<file path="src/design/trd_pkg.sv">
package trd_pkg;

    typedef struct packed {
        logic [7:0] report_byte;
        logic       start_of_report;
    } trd_in_t;

    typedef struct packed {
        logic        report_status;
        logic [1:0]  point_count;
        logic [3:0]  first_track;
        logic [11:0] first_x;
        logic [11:0] first_y;
        logic [3:0]  second_track;
        logic [11:0] second_x;
        logic [11:0] second_y;
    } trd_out_t;

    typedef struct packed {
        logic [3:0]  track;
        logic [11:0] x;
        logic [11:0] y;
    } trd_point_t;

    localparam int          COORD_W     = 12;
    localparam int          SLOT_LEN    = 6;
    localparam logic [2:0]  SLOT_LAST_K = 3'(SLOT_LEN - 1);

    localparam logic [2:0]  BYTE_EV_XH  = 3'd0;
    localparam logic [2:0]  BYTE_XL     = 3'd1;
    localparam logic [2:0]  BYTE_ID_YH  = 3'd2;
    localparam logic [2:0]  BYTE_YL     = 3'd3;

    localparam logic [3:0]  NO_TRACK    = 4'hf;
    localparam logic [1:0]  EV_DOWN     = 2'd0;
    localparam logic [1:0]  EV_CONTACT  = 2'd2;

    localparam logic        CFG_X_LIMIT = 1'b0;
    localparam logic        CFG_Y_LIMIT = 1'b1;

    localparam logic        STATUS_OK   = 1'b0;
    localparam logic        STATUS_BAD  = 1'b1;

endpackage

</file>
<file path="src/design/touch_report_decoder_top.sv">
// Byte-serial decoder for a capacitive touch controller report: one status
// byte (start_of_report set, low nibble = contact count) followed by
// SLOT_COUNT six-byte slots. Each accepted byte is registered, then decoded
// by a single pass of field logic into the state and the result register,
// so one byte is taken every cycle, stalling only while a result waits on
// m_ready; a report's last byte passes the input and result registers to m_data.
// Exactly one result is produced per complete report; a new start flag
// drops an open report, and bytes outside a report are ignored. Invalid
// reports return status 1 with the previously held points. The user must
// write x_limit and y_limit through the cfg port (index 0 and 1) only while
// no item is in flight; the block does not enforce this.
module touch_report_decoder_top #(
    parameter int SLOT_COUNT = 2
) (
    input  logic                    aclk,
    input  logic                    aresetn,
    input  logic                    cfg_we,
    input  logic                    cfg_index,
    input  logic [11:0]             cfg_wdata,
    input  logic                    s_valid,
    output logic                    s_ready,
    input  trd_pkg::trd_in_t        s_data,
    output logic                    m_valid,
    input  logic                    m_ready,
    output trd_pkg::trd_out_t       m_data
);

    localparam int LAST_INDEX = SLOT_COUNT * trd_pkg::SLOT_LEN;
    localparam int POS_W      = $clog2(LAST_INDEX + 1);

    logic                     in_valid_reg, in_valid_next;
    trd_pkg::trd_in_t         in_data_reg, in_data_next;
    logic                     m_valid_reg, m_valid_next;
    trd_pkg::trd_out_t        out_reg, out_next;

    logic [11:0]              x_limit_reg, x_limit_next;
    logic [11:0]              y_limit_reg, y_limit_next;
    logic [POS_W-1:0]         pos_reg, pos_next;
    logic [2:0]               k_reg, k_next;
    logic [3:0]               count_reg, count_next;
    logic [7:0]               slot0_reg, slot0_next;
    logic [7:0]               slot1_reg, slot1_next;
    logic [7:0]               slot2_reg, slot2_next;
    logic [1:0]               found_count_reg, found_count_next;
    trd_pkg::trd_point_t      found0_reg, found0_next;
    trd_pkg::trd_point_t      found1_reg, found1_next;
    logic                     bad_reg, bad_next;
    logic [1:0]               held_count_reg, held_count_next;
    trd_pkg::trd_point_t      held0_reg, held0_next;
    trd_pkg::trd_point_t      held1_reg, held1_next;

    logic                     process;
    logic [1:0]               ev;
    trd_pkg::trd_point_t      cand;

    assign process = in_valid_reg && (!m_valid_reg || m_ready);
    assign s_ready = !in_valid_reg || process;
    assign m_valid = m_valid_reg;
    assign m_data  = out_reg;

    assign ev         = slot0_reg[7:6];
    assign cand.track = slot2_reg[7:4];
    assign cand.x     = {slot0_reg[3:0], slot1_reg};
    assign cand.y     = {slot2_reg[3:0], in_data_reg.report_byte};

    always_comb begin
        in_valid_next    = in_valid_reg && !process;
        in_data_next     = in_data_reg;
        m_valid_next     = m_valid_reg && !m_ready;
        out_next         = out_reg;
        x_limit_next     = x_limit_reg;
        y_limit_next     = y_limit_reg;
        pos_next         = pos_reg;
        k_next           = k_reg;
        count_next       = count_reg;
        slot0_next       = slot0_reg;
        slot1_next       = slot1_reg;
        slot2_next       = slot2_reg;
        found_count_next = found_count_reg;
        found0_next      = found0_reg;
        found1_next      = found1_reg;
        bad_next         = bad_reg;
        held_count_next  = held_count_reg;
        held0_next       = held0_reg;
        held1_next       = held1_reg;

        if (cfg_we) begin
            if (cfg_index == trd_pkg::CFG_X_LIMIT) begin
                x_limit_next = cfg_wdata;
            end else begin
                y_limit_next = cfg_wdata;
            end
        end

        if (s_valid && s_ready) begin
            in_valid_next = 1'b1;
            in_data_next  = s_data;
        end

        if (process) begin
            if (in_data_reg.start_of_report) begin
                count_next       = in_data_reg.report_byte[3:0];
                found_count_next = 2'd0;
                bad_next         = in_data_reg.report_byte[3:0] > 4'(SLOT_COUNT);
                pos_next         = POS_W'(1);
                k_next           = trd_pkg::BYTE_EV_XH;
            end else if (pos_reg != '0) begin
                case (k_reg)
                    trd_pkg::BYTE_EV_XH: slot0_next = in_data_reg.report_byte;
                    trd_pkg::BYTE_XL:    slot1_next = in_data_reg.report_byte;
                    trd_pkg::BYTE_ID_YH: slot2_next = in_data_reg.report_byte;
                    trd_pkg::BYTE_YL: begin
                        if (!bad_reg && count_reg != 4'd0 &&
                            cand.track != trd_pkg::NO_TRACK &&
                            (ev == trd_pkg::EV_DOWN || ev == trd_pkg::EV_CONTACT)) begin
                            if (cand.x > x_limit_reg || cand.y > y_limit_reg ||
                                (found_count_reg != 2'd0 &&
                                 found0_reg.track == cand.track)) begin
                                bad_next = 1'b1;
                            end else if (found_count_reg == 2'd0) begin
                                found0_next      = cand;
                                found_count_next = 2'd1;
                            end else if (found_count_reg == 2'd1) begin
                                found1_next      = cand;
                                found_count_next = 2'd2;
                            end
                        end
                    end
                    default: ;
                endcase

                if (pos_reg < POS_W'(LAST_INDEX)) begin
                    pos_next = pos_reg + POS_W'(1);
                    k_next   = (k_reg == trd_pkg::SLOT_LAST_K) ? trd_pkg::BYTE_EV_XH
                                                             : k_reg + 3'd1;
                end else begin
                    pos_next = '0;
                    if (!bad_next && {2'b00, found_count_next} == count_reg) begin
                        held_count_next = found_count_next;
                        if (found_count_next != 2'd0) begin
                            held0_next = found0_next;
                        end
                        if (found_count_next == 2'd2) begin
                            held1_next = found1_next;
                        end
                    end else begin
                        bad_next = 1'b1;
                    end

                    m_valid_next           = 1'b1;
                    out_next.report_status = bad_next ? trd_pkg::STATUS_BAD
                                                      : trd_pkg::STATUS_OK;
                    out_next.point_count   = held_count_next;
                    out_next.first_track   = '0;
                    out_next.first_x       = '0;
                    out_next.first_y       = '0;
                    out_next.second_track  = '0;
                    out_next.second_x      = '0;
                    out_next.second_y      = '0;
                    if (held_count_next != 2'd0) begin
                        out_next.first_track = held0_next.track;
                        out_next.first_x     = held0_next.x;
                        out_next.first_y     = held0_next.y;
                    end
                    if (held_count_next == 2'd2) begin
                        out_next.second_track = held1_next.track;
                        out_next.second_x     = held1_next.x;
                        out_next.second_y     = held1_next.y;
                    end
                end
            end
        end
    end

    always_ff @(posedge aclk) begin
        if (!aresetn) begin
            in_valid_reg    <= 1'b0;
            m_valid_reg     <= 1'b0;
            x_limit_reg     <= '1;
            y_limit_reg     <= '1;
            pos_reg         <= '0;
            k_reg           <= trd_pkg::BYTE_EV_XH;
            count_reg       <= 4'd0;
            found_count_reg <= 2'd0;
            bad_reg         <= 1'b0;
            held_count_reg  <= 2'd0;
            held0_reg       <= '0;
            held1_reg       <= '0;
        end else begin
            in_valid_reg    <= in_valid_next;
            m_valid_reg     <= m_valid_next;
            x_limit_reg     <= x_limit_next;
            y_limit_reg     <= y_limit_next;
            pos_reg         <= pos_next;
            k_reg           <= k_next;
            count_reg       <= count_next;
            found_count_reg <= found_count_next;
            bad_reg         <= bad_next;
            held_count_reg  <= held_count_next;
            held0_reg       <= held0_next;
            held1_reg       <= held1_next;
        end
        in_data_reg <= in_data_next;
        out_reg     <= out_next;
        slot0_reg   <= slot0_next;
        slot1_reg   <= slot1_next;
        slot2_reg   <= slot2_next;
        found0_reg  <= found0_next;
        found1_reg  <= found1_next;
    end

`ifndef NO_ASSERTIONS
    a_pos_range: assert property (@(posedge aclk) disable iff (!aresetn)
        pos_reg <= POS_W'(LAST_INDEX))
        else $error("byte position past end of report");

    a_held_range: assert property (@(posedge aclk) disable iff (!aresetn)
        held_count_reg <= 2'(SLOT_COUNT))
        else $error("held point count exceeds slot count");

    a_unused_zero: assert property (@(posedge aclk) disable iff (!aresetn)
        m_valid_reg && m_data.point_count != 2'd2 |->
            m_data.second_track == 4'd0 && m_data.second_x == 12'd0 &&
            m_data.second_y == 12'd0)
        else $error("unused point fields not zero");

    a_last_byte_result: assert property (@(posedge aclk) disable iff (!aresetn)
        process && !in_data_reg.start_of_report && pos_reg == POS_W'(LAST_INDEX)
            |=> m_valid_reg && pos_reg == '0)
        else $error("last byte gave no result");
`endif

endmodule

</file>
<file path="config.mk">
export PLATFORM = sky130hd
export DESIGN_NAME = touch_report_decoder_top
export DESIGN_NICKNAME = d
export VERILOG_FILES = /design/src/design/trd_pkg.sv /design/src/design/touch_report_decoder_top.sv
export SDC_FILE = /design/constraint.sdc
export NUM_CORES = 1
export LEC_CHECK = 0
export BUFFER_PORTS_ARGS = -buffer_cell sky130_fd_sc_hd__buf_4
export CORE_MARGIN = 1.5
export CORE_UTILIZATION = 45
export DETAILED_ROUTE_END_ITERATION = 8
export GPL_ROUTABILITY_DRIVEN = 1
export MAX_ROUTING_LAYER = met4
export PLACE_DENSITY = 0.7
export SYNTH_ARGS = -nofsm -noshare
export SYNTH_HDL_FRONTEND = slang
export SYNTH_SLANG_ARGS = --single-unit
</file>
<file path="constraint.sdc">
create_clock -name aclk -period 7.7 [get_ports aclk]
set_input_delay 0.77 -clock aclk [delete_from_list [all_inputs] [get_ports aclk]]
set_output_delay 0.77 -clock aclk [all_outputs]
set_load 0.01 [all_outputs]
</file>
After elaboration in Yosys (flattened, before gate mapping)
Cells that the tools add are included.
- $add $sub $neg: 2
- multiply operators: 0
- div/mod/pow operators: 0
- order comparisons: 4
- eq/ne operators: 11
- shifts and indexed selects: 0
- mux-type cells: 55
- bitwise logic cells: 3
- reductions and logical operators: 40
- operators with widths (cell ; number):
    2-to-1 mux 28 bit ; 13
    2-to-1 mux 2 bit ; 15
    greater-than comparator 12 bit ; 2
    2-to-1 mux 1 bit ; 20
    AND reduction 4 bit ; 4
    2-to-1 mux 3 bit ; 4
    2-to-1 mux 4 bit ; 3
    nonzero test 2 bit ; 5
    logical AND 1 bit ; 9
    AND reduction 2 bit ; 4
    nonzero test 4 bit ; 2
    == test 2 bit, second input constant ; 3
    == test 3 x 2 -> 1 bit, second input constant ; 2
    zero test 1 bit ; 6
    AND reduction 3 bit ; 2
    logical OR 1 bit ; 5
    adder 4 x 1 -> 4 bit, second input constant ; 1
    == test 2 x 4 -> 1 bit ; 1
    == test 4 bit ; 1
    greater-than comparator 4 x 2 -> 1 bit, second input constant ; 1
    zero test 2 bit ; 2
    < comparator 4 bit, second input constant ; 1
    inequality test 4 bit, second input constant ; 1
    adder 3 x 1 -> 3 bit, second input constant ; 1
    other kinds (5) ; 7
- register bits: 246
- latch bits: 0
- RAM bits: 0
- memory bits (read-only): 0
- input port bits: 27
- output and inout port bits: 61
- logic and storage cells: 150
- memories kept: 0

Longest topological paths before layout
- depth in word-level cells: 19
- mapped depth: 12

Worst setup path after synthesis
No wires, ideal clock.
- path kind: input to register
- start: input port m_ready
- end: register held1_reg[10] (netlist name)
- setup time: 0.116 ns
- arrival: 6.402 ns
- data required time: 7.584 ns
- slack: 1.182 ns
- stages on the path: 8
- cell sequence: nand2b_1 > nand2_1 > nor3_1 > o2111ai_1 > buf_6 > buf_6 > mux2i_1 > nor2b_1
- longest elaborated chain between the ends: 3
- RTL lines (element ; line ; RTL):
    start, declared ; touch_report_decoder_top.sv:24 ; input logic m_ready,
    logical OR 1 bit ; touch_report_decoder_top.sv:56 ; assign process = in_valid_reg && (!m_valid_reg || m_ready);
    logical AND 1 bit ; touch_report_decoder_top.sv:56 ;
    AND reduction 4 bit (no source line) ; -- ;
    end signal, assigned ; touch_report_decoder_top.sv:201 ; held1_reg <= held1_next;
    end, declared ; touch_report_decoder_top.sv:50 ; trd_pkg::trd_point_t held1_reg, held1_next;
Every way passes these cells.
A chain may end at the register's enable or synchronous reset.

Worst setup path in the final report
- start: register in_data_reg, in the netlist cand[1]
- end: register out_reg, in the netlist m_data[57], data pin
- longest elaborated chain between the ends: 16
- elaborated cells between the ends (all ways): 23
- classes of those cells: 1 x order compare; 1 x eq/ne; 17 x mux; 4 x reduce/logical
- RTL lines (element ; line ; RTL):
    start, declared ; touch_report_decoder_top.sv:32 ; trd_pkg::trd_in_t in_data_reg, in_data_next;
    start signal, assigned ; touch_report_decoder_top.sv:203 ; in_data_reg <= in_data_next;
    greater-than comparator 12 bit * ; touch_report_decoder_top.sv:116 ; if (cand.x > x_limit_reg || cand.y > y_limit_reg ||
    logical OR 1 bit * (2 in series) ; touch_report_decoder_top.sv:116 ;
    2-to-1 mux 2 bit or 2-to-1 mux 1 bit (tied branches) ; touch_report_decoder_top.sv:116 ;
    2-to-1 mux 2 bit or 2-to-1 mux 1 bit (tied branches) ; touch_report_decoder_top.sv:113 ; if (!bad_reg && count_reg != 4'd0 &&
    2-to-1 mux 2 bit or 2-to-1 mux 1 bit (tied branches) ; touch_report_decoder_top.sv:108 ; case (k_reg)
    2-to-1 mux 2 bit or 2-to-1 mux 1 bit (tied branches) ; touch_report_decoder_top.sv:107 ; end else if (pos_reg != '0) begin
    2-to-1 mux 2 bit or 2-to-1 mux 1 bit (tied branches) ; touch_report_decoder_top.sv:101 ; if (in_data_reg.start_of_report) begin
    2-to-1 mux 2 bit or 2-to-1 mux 1 bit (tied branches) ; touch_report_decoder_top.sv:100 ; if (process) begin
    == test 2 x 4 -> 1 bit or zero test 1 bit (tied branches) ; touch_report_decoder_top.sv:138 ; if (!bad_next && {2'b00, found_count_next} == count_reg) begin
    logical AND 1 bit ; touch_report_decoder_top.sv:138 ;
    2-to-1 mux 2 bit * ; touch_report_decoder_top.sv:138 ;
    2-to-1 mux 2 bit * ; touch_report_decoder_top.sv:132 ; if (pos_reg < POS_W'(LAST_INDEX)) begin
    2-to-1 mux 2 bit * ; touch_report_decoder_top.sv:107 ;
    2-to-1 mux 2 bit * ; touch_report_decoder_top.sv:101 ;
    2-to-1 mux 2 bit * ; touch_report_decoder_top.sv:100 ;
    end signal, assigned ; touch_report_decoder_top.sv:204 ; out_reg <= out_next;
    end, declared ; touch_report_decoder_top.sv:34 ; trd_pkg::trd_out_t out_reg, out_next;
Every way passes the cells marked *; elsewhere a longest branch is shown, timed or not. The select of a mux whose other input is x is not followed.

==> results.cfg <==
[floorplanning]
die_area_sq_mm = 0.02568
start_util_pct = 45.76
fp.dieH_um = 160.3
ios = 88
num_rows = 57
fp.dieW_um = 160.3
core_area_sq_mm = 0.02432

[sta]
fin_crit_sh_pct = 49.96
max_freq_mhz = 259.9
max_slew_margin_pct = 13.78
tightest_slew_ns = 1.289
skew_ns = 0.02218
fin_tns_setup_ns = 0
fin_ws_ns = 3.853
rsz0062_at_grt = no
hold_violations = 0
min_period_ns = 3.847
final-setup-viol-count = 0
slew_viol_final = 0

[route]
drc_errors = 0
firstDrtPassIters = 5
routed_via_density = 5.273
via_count = 7034
ant_nets = 0
wirelength_um = 24860
wire_per_inst_um = 18.64
initialDrtViolationCount = 449

[placement]
dp_cells = 1288
pre_cts_ws_ns = 3.861
placed_area_sq_mm = 0.01203
placement.io_buffers = 87
place_congestion = 0.8509
hpwl_um = 16140

[power]
switchingPower_mw = 0.5930
ir_worst_vdd_v = 0.0001159
switching_share_pct = 21.15
leakagePower_nw = 4.806
p_clk_share_pct = 46.2
comb_power_share_pct = 4.0
seqPwrFrac_pct = 49.7
power_mw = 2.804
power_density_mw_per_mm2 = 217.0
power.internal_mw = 2.211

[clock_tree]
clock_latency_ns = 0.53
hold_buffers = 0
cts_buffer_depth = 3
clk_pin_slew_ns = 0.06
root_buffer = clkbuf_16
htree_levels = 1
post_cts_buffers = 0
tritoncts = yes
numCtsBuffers = 25
cts_sinks = 243
cts_resized = 0

[logic_synthesis]
syn-num-nets = 969
synth_edf_count = 145
syn_avg_cell_area_sq_um = 12.20
yosysUniqueCellTypes = 63
async_reset_ff_share_pct = 0
synth_common_cells = nand2_1 (150), edfxtp_1 (145), mux2i_1 (118)
synth_top_area_share_pct = 39.13
synth-seq-cells = 243
syn_area_sq_mm = 0.01113
ys.warnings.count = 0
synth_area_leaders = edfxtp_1 (39%), dfxtp_1 (18%), mux2i_1 (11%), mux2_2 (5.8%), nand2_1 (5.1%)
yosysMostFrequentCell = nand2_1
synth-seq-area-share_pct = 56.76
synth_flop_cell = edfxtp_1
synth_cells = 912
synth_top_area_cell = edfxtp_1

[global_routing]
groute.usage.overall_pct = 20.22
antenna_found_initial = 0
grt_max_degree = 74
overflow = 0
grt_pass1_wl_um = 39480
grt_pass1_vias = 6855

[setup_path]
max_stage_delay_ns = 0.60
rr_worst_depth = 10
rrSetupSlack_ns = 3.85
arrival_ns = 4.12
critical_path_buf_inv_count = 1
critical_path.reg2reg.startpoint = cand[1]
critPathSlowestCell = edfxtp_1
path_common_cell = and4_1
cp-end-kind = flop
startpoint_type = flop
critPathTopFamily = compound AO/OA/AOI/OAI gates
crit_type = reg -> reg
rr_endpoint = m_data[57]
crit_chain = ha_1 -> nor2b_1 -> o211ai_1 -> a211oi_2 -> o21ai_2 -> and4_1 -> and4_1 -> o21ai_4 -> buf_4 -> mux2_2
crit_fanout = 18
crit_required_ns = 7.97

[final_layout]
syn_to_final_growth_pct = 16.12
multiInputGateArea_sq_mm = 0.004414
nets = 1048
diodes = 0
nFillCells = 2026
drive_gt1_share_pct = 22.87
final_area_sq_mm = 0.01292
seqCellArea_sq_mm = 0.006316
final_cell_count_no_fill = 1334
largest_register_ff_count = 59

[worst_hold_path]
hold_class = in -> reg
hp-start = s_data[7]
min_to = cand[6]
hold_depth = 1

[job]
drv_cap = 0

[status]
status = finished clean
## metrics by stage
step | hold WS (ns) | utilization (%)
after floorplan | 0.4350 | -
after CTS | 0.4118 | 53.14
final | 0.4301 | 53.14
after detailed placement | 0.4493 | 49.48
after global routing | 0.4110 | 53.14
after global placement | 0.4425 | 49.48
## layer usage
metal  GRT usage (%)  vias up  part of all wire, %
met5               -        -                    0
met4           4.928        0                  1.9
met3           2.675       32                  4.7
met2           31.76      154                   47
met1           27.84     3397                   47
li1                -     3451                    -
## worst reg2reg max path: cells and delay by family, from the launching register on
family | cells | cell delay (ns)
compound gates | 4 | 1.14
simple gates | 3 | 0.66
flops | 1 | 0.60
buf+inv | 1 | 0.42
fa+ha+maj | 1 | 0.39
mux | 1 | 0.39
## cell usage in the layout (no fill, tap or decap), drive strengths merged, types with 5 or more instances in the layout
cell and n:
ha 30, o21ai 9, o211ai 31, nor2 12
nand2 151, inv 41, clkinv 5, a21oi 39
mux2 58, mux2i 118, nor2b 43, nand3 6
buf 100, edfxtp 145, and2 10, clkbuf 31
dfxtp 98, nand4 13
## cells by family (layout without fill, tap and decap cells)
logic type / count (synthesis) / in the layout / synth area share (%)
flops: 243 / 243 / 56.76
mux: 176 / 176 / 16.48
buf+inv: 87 / 185 / 3.935
simple gates: 260 / 260 / 11.34
fa+ha+maj: 30 / 30 / 3.373
compound gates: 112 / 112 / 7.792
xor+xnor: 4 / 4 / 0.3149
## power groups by stage
stage	combinational, mW	sequential [mW]	clock (mW)
after floorplan	0.0818	1.41	0
after global placement	0.111	1.42	0
after detailed placement	0.113	1.42	0
after CTS	0.114	1.39	1.32
after global routing	0.126	1.40	1.37
final	0.113	1.39	1.30
## final cells by class
cell class	instances	area share [%]
tap	324	3.137
clock buffer	31	5.422
clock inverter	15	1.462
multi-input combinational	582	34.16
sequential	243	48.88
timing repair buffer	100	5.809
inverter	39	1.133
## worst max-delay path by stage
| stage | start | endpoint | slack [ns] | cells after the start |
|---|---|---|---|---|
| after global routing | cand[1] | m_data[57] | 3.63 | 10 |
| after global placement | cand[1] | m_data[57] | 3.90 | 10 |
| after CTS | cand[6] | m_data[57] | 3.83 | 9 |
| after floorplan | m_ready | held1_reg[10] | 1.18 | 8 |
| final | cand[1] | m_data[57] | 3.85 | 10 |
| after detailed placement | cand[1] | m_data[57] | 3.86 | 10 |
Power figures use the tool's default switching activity.
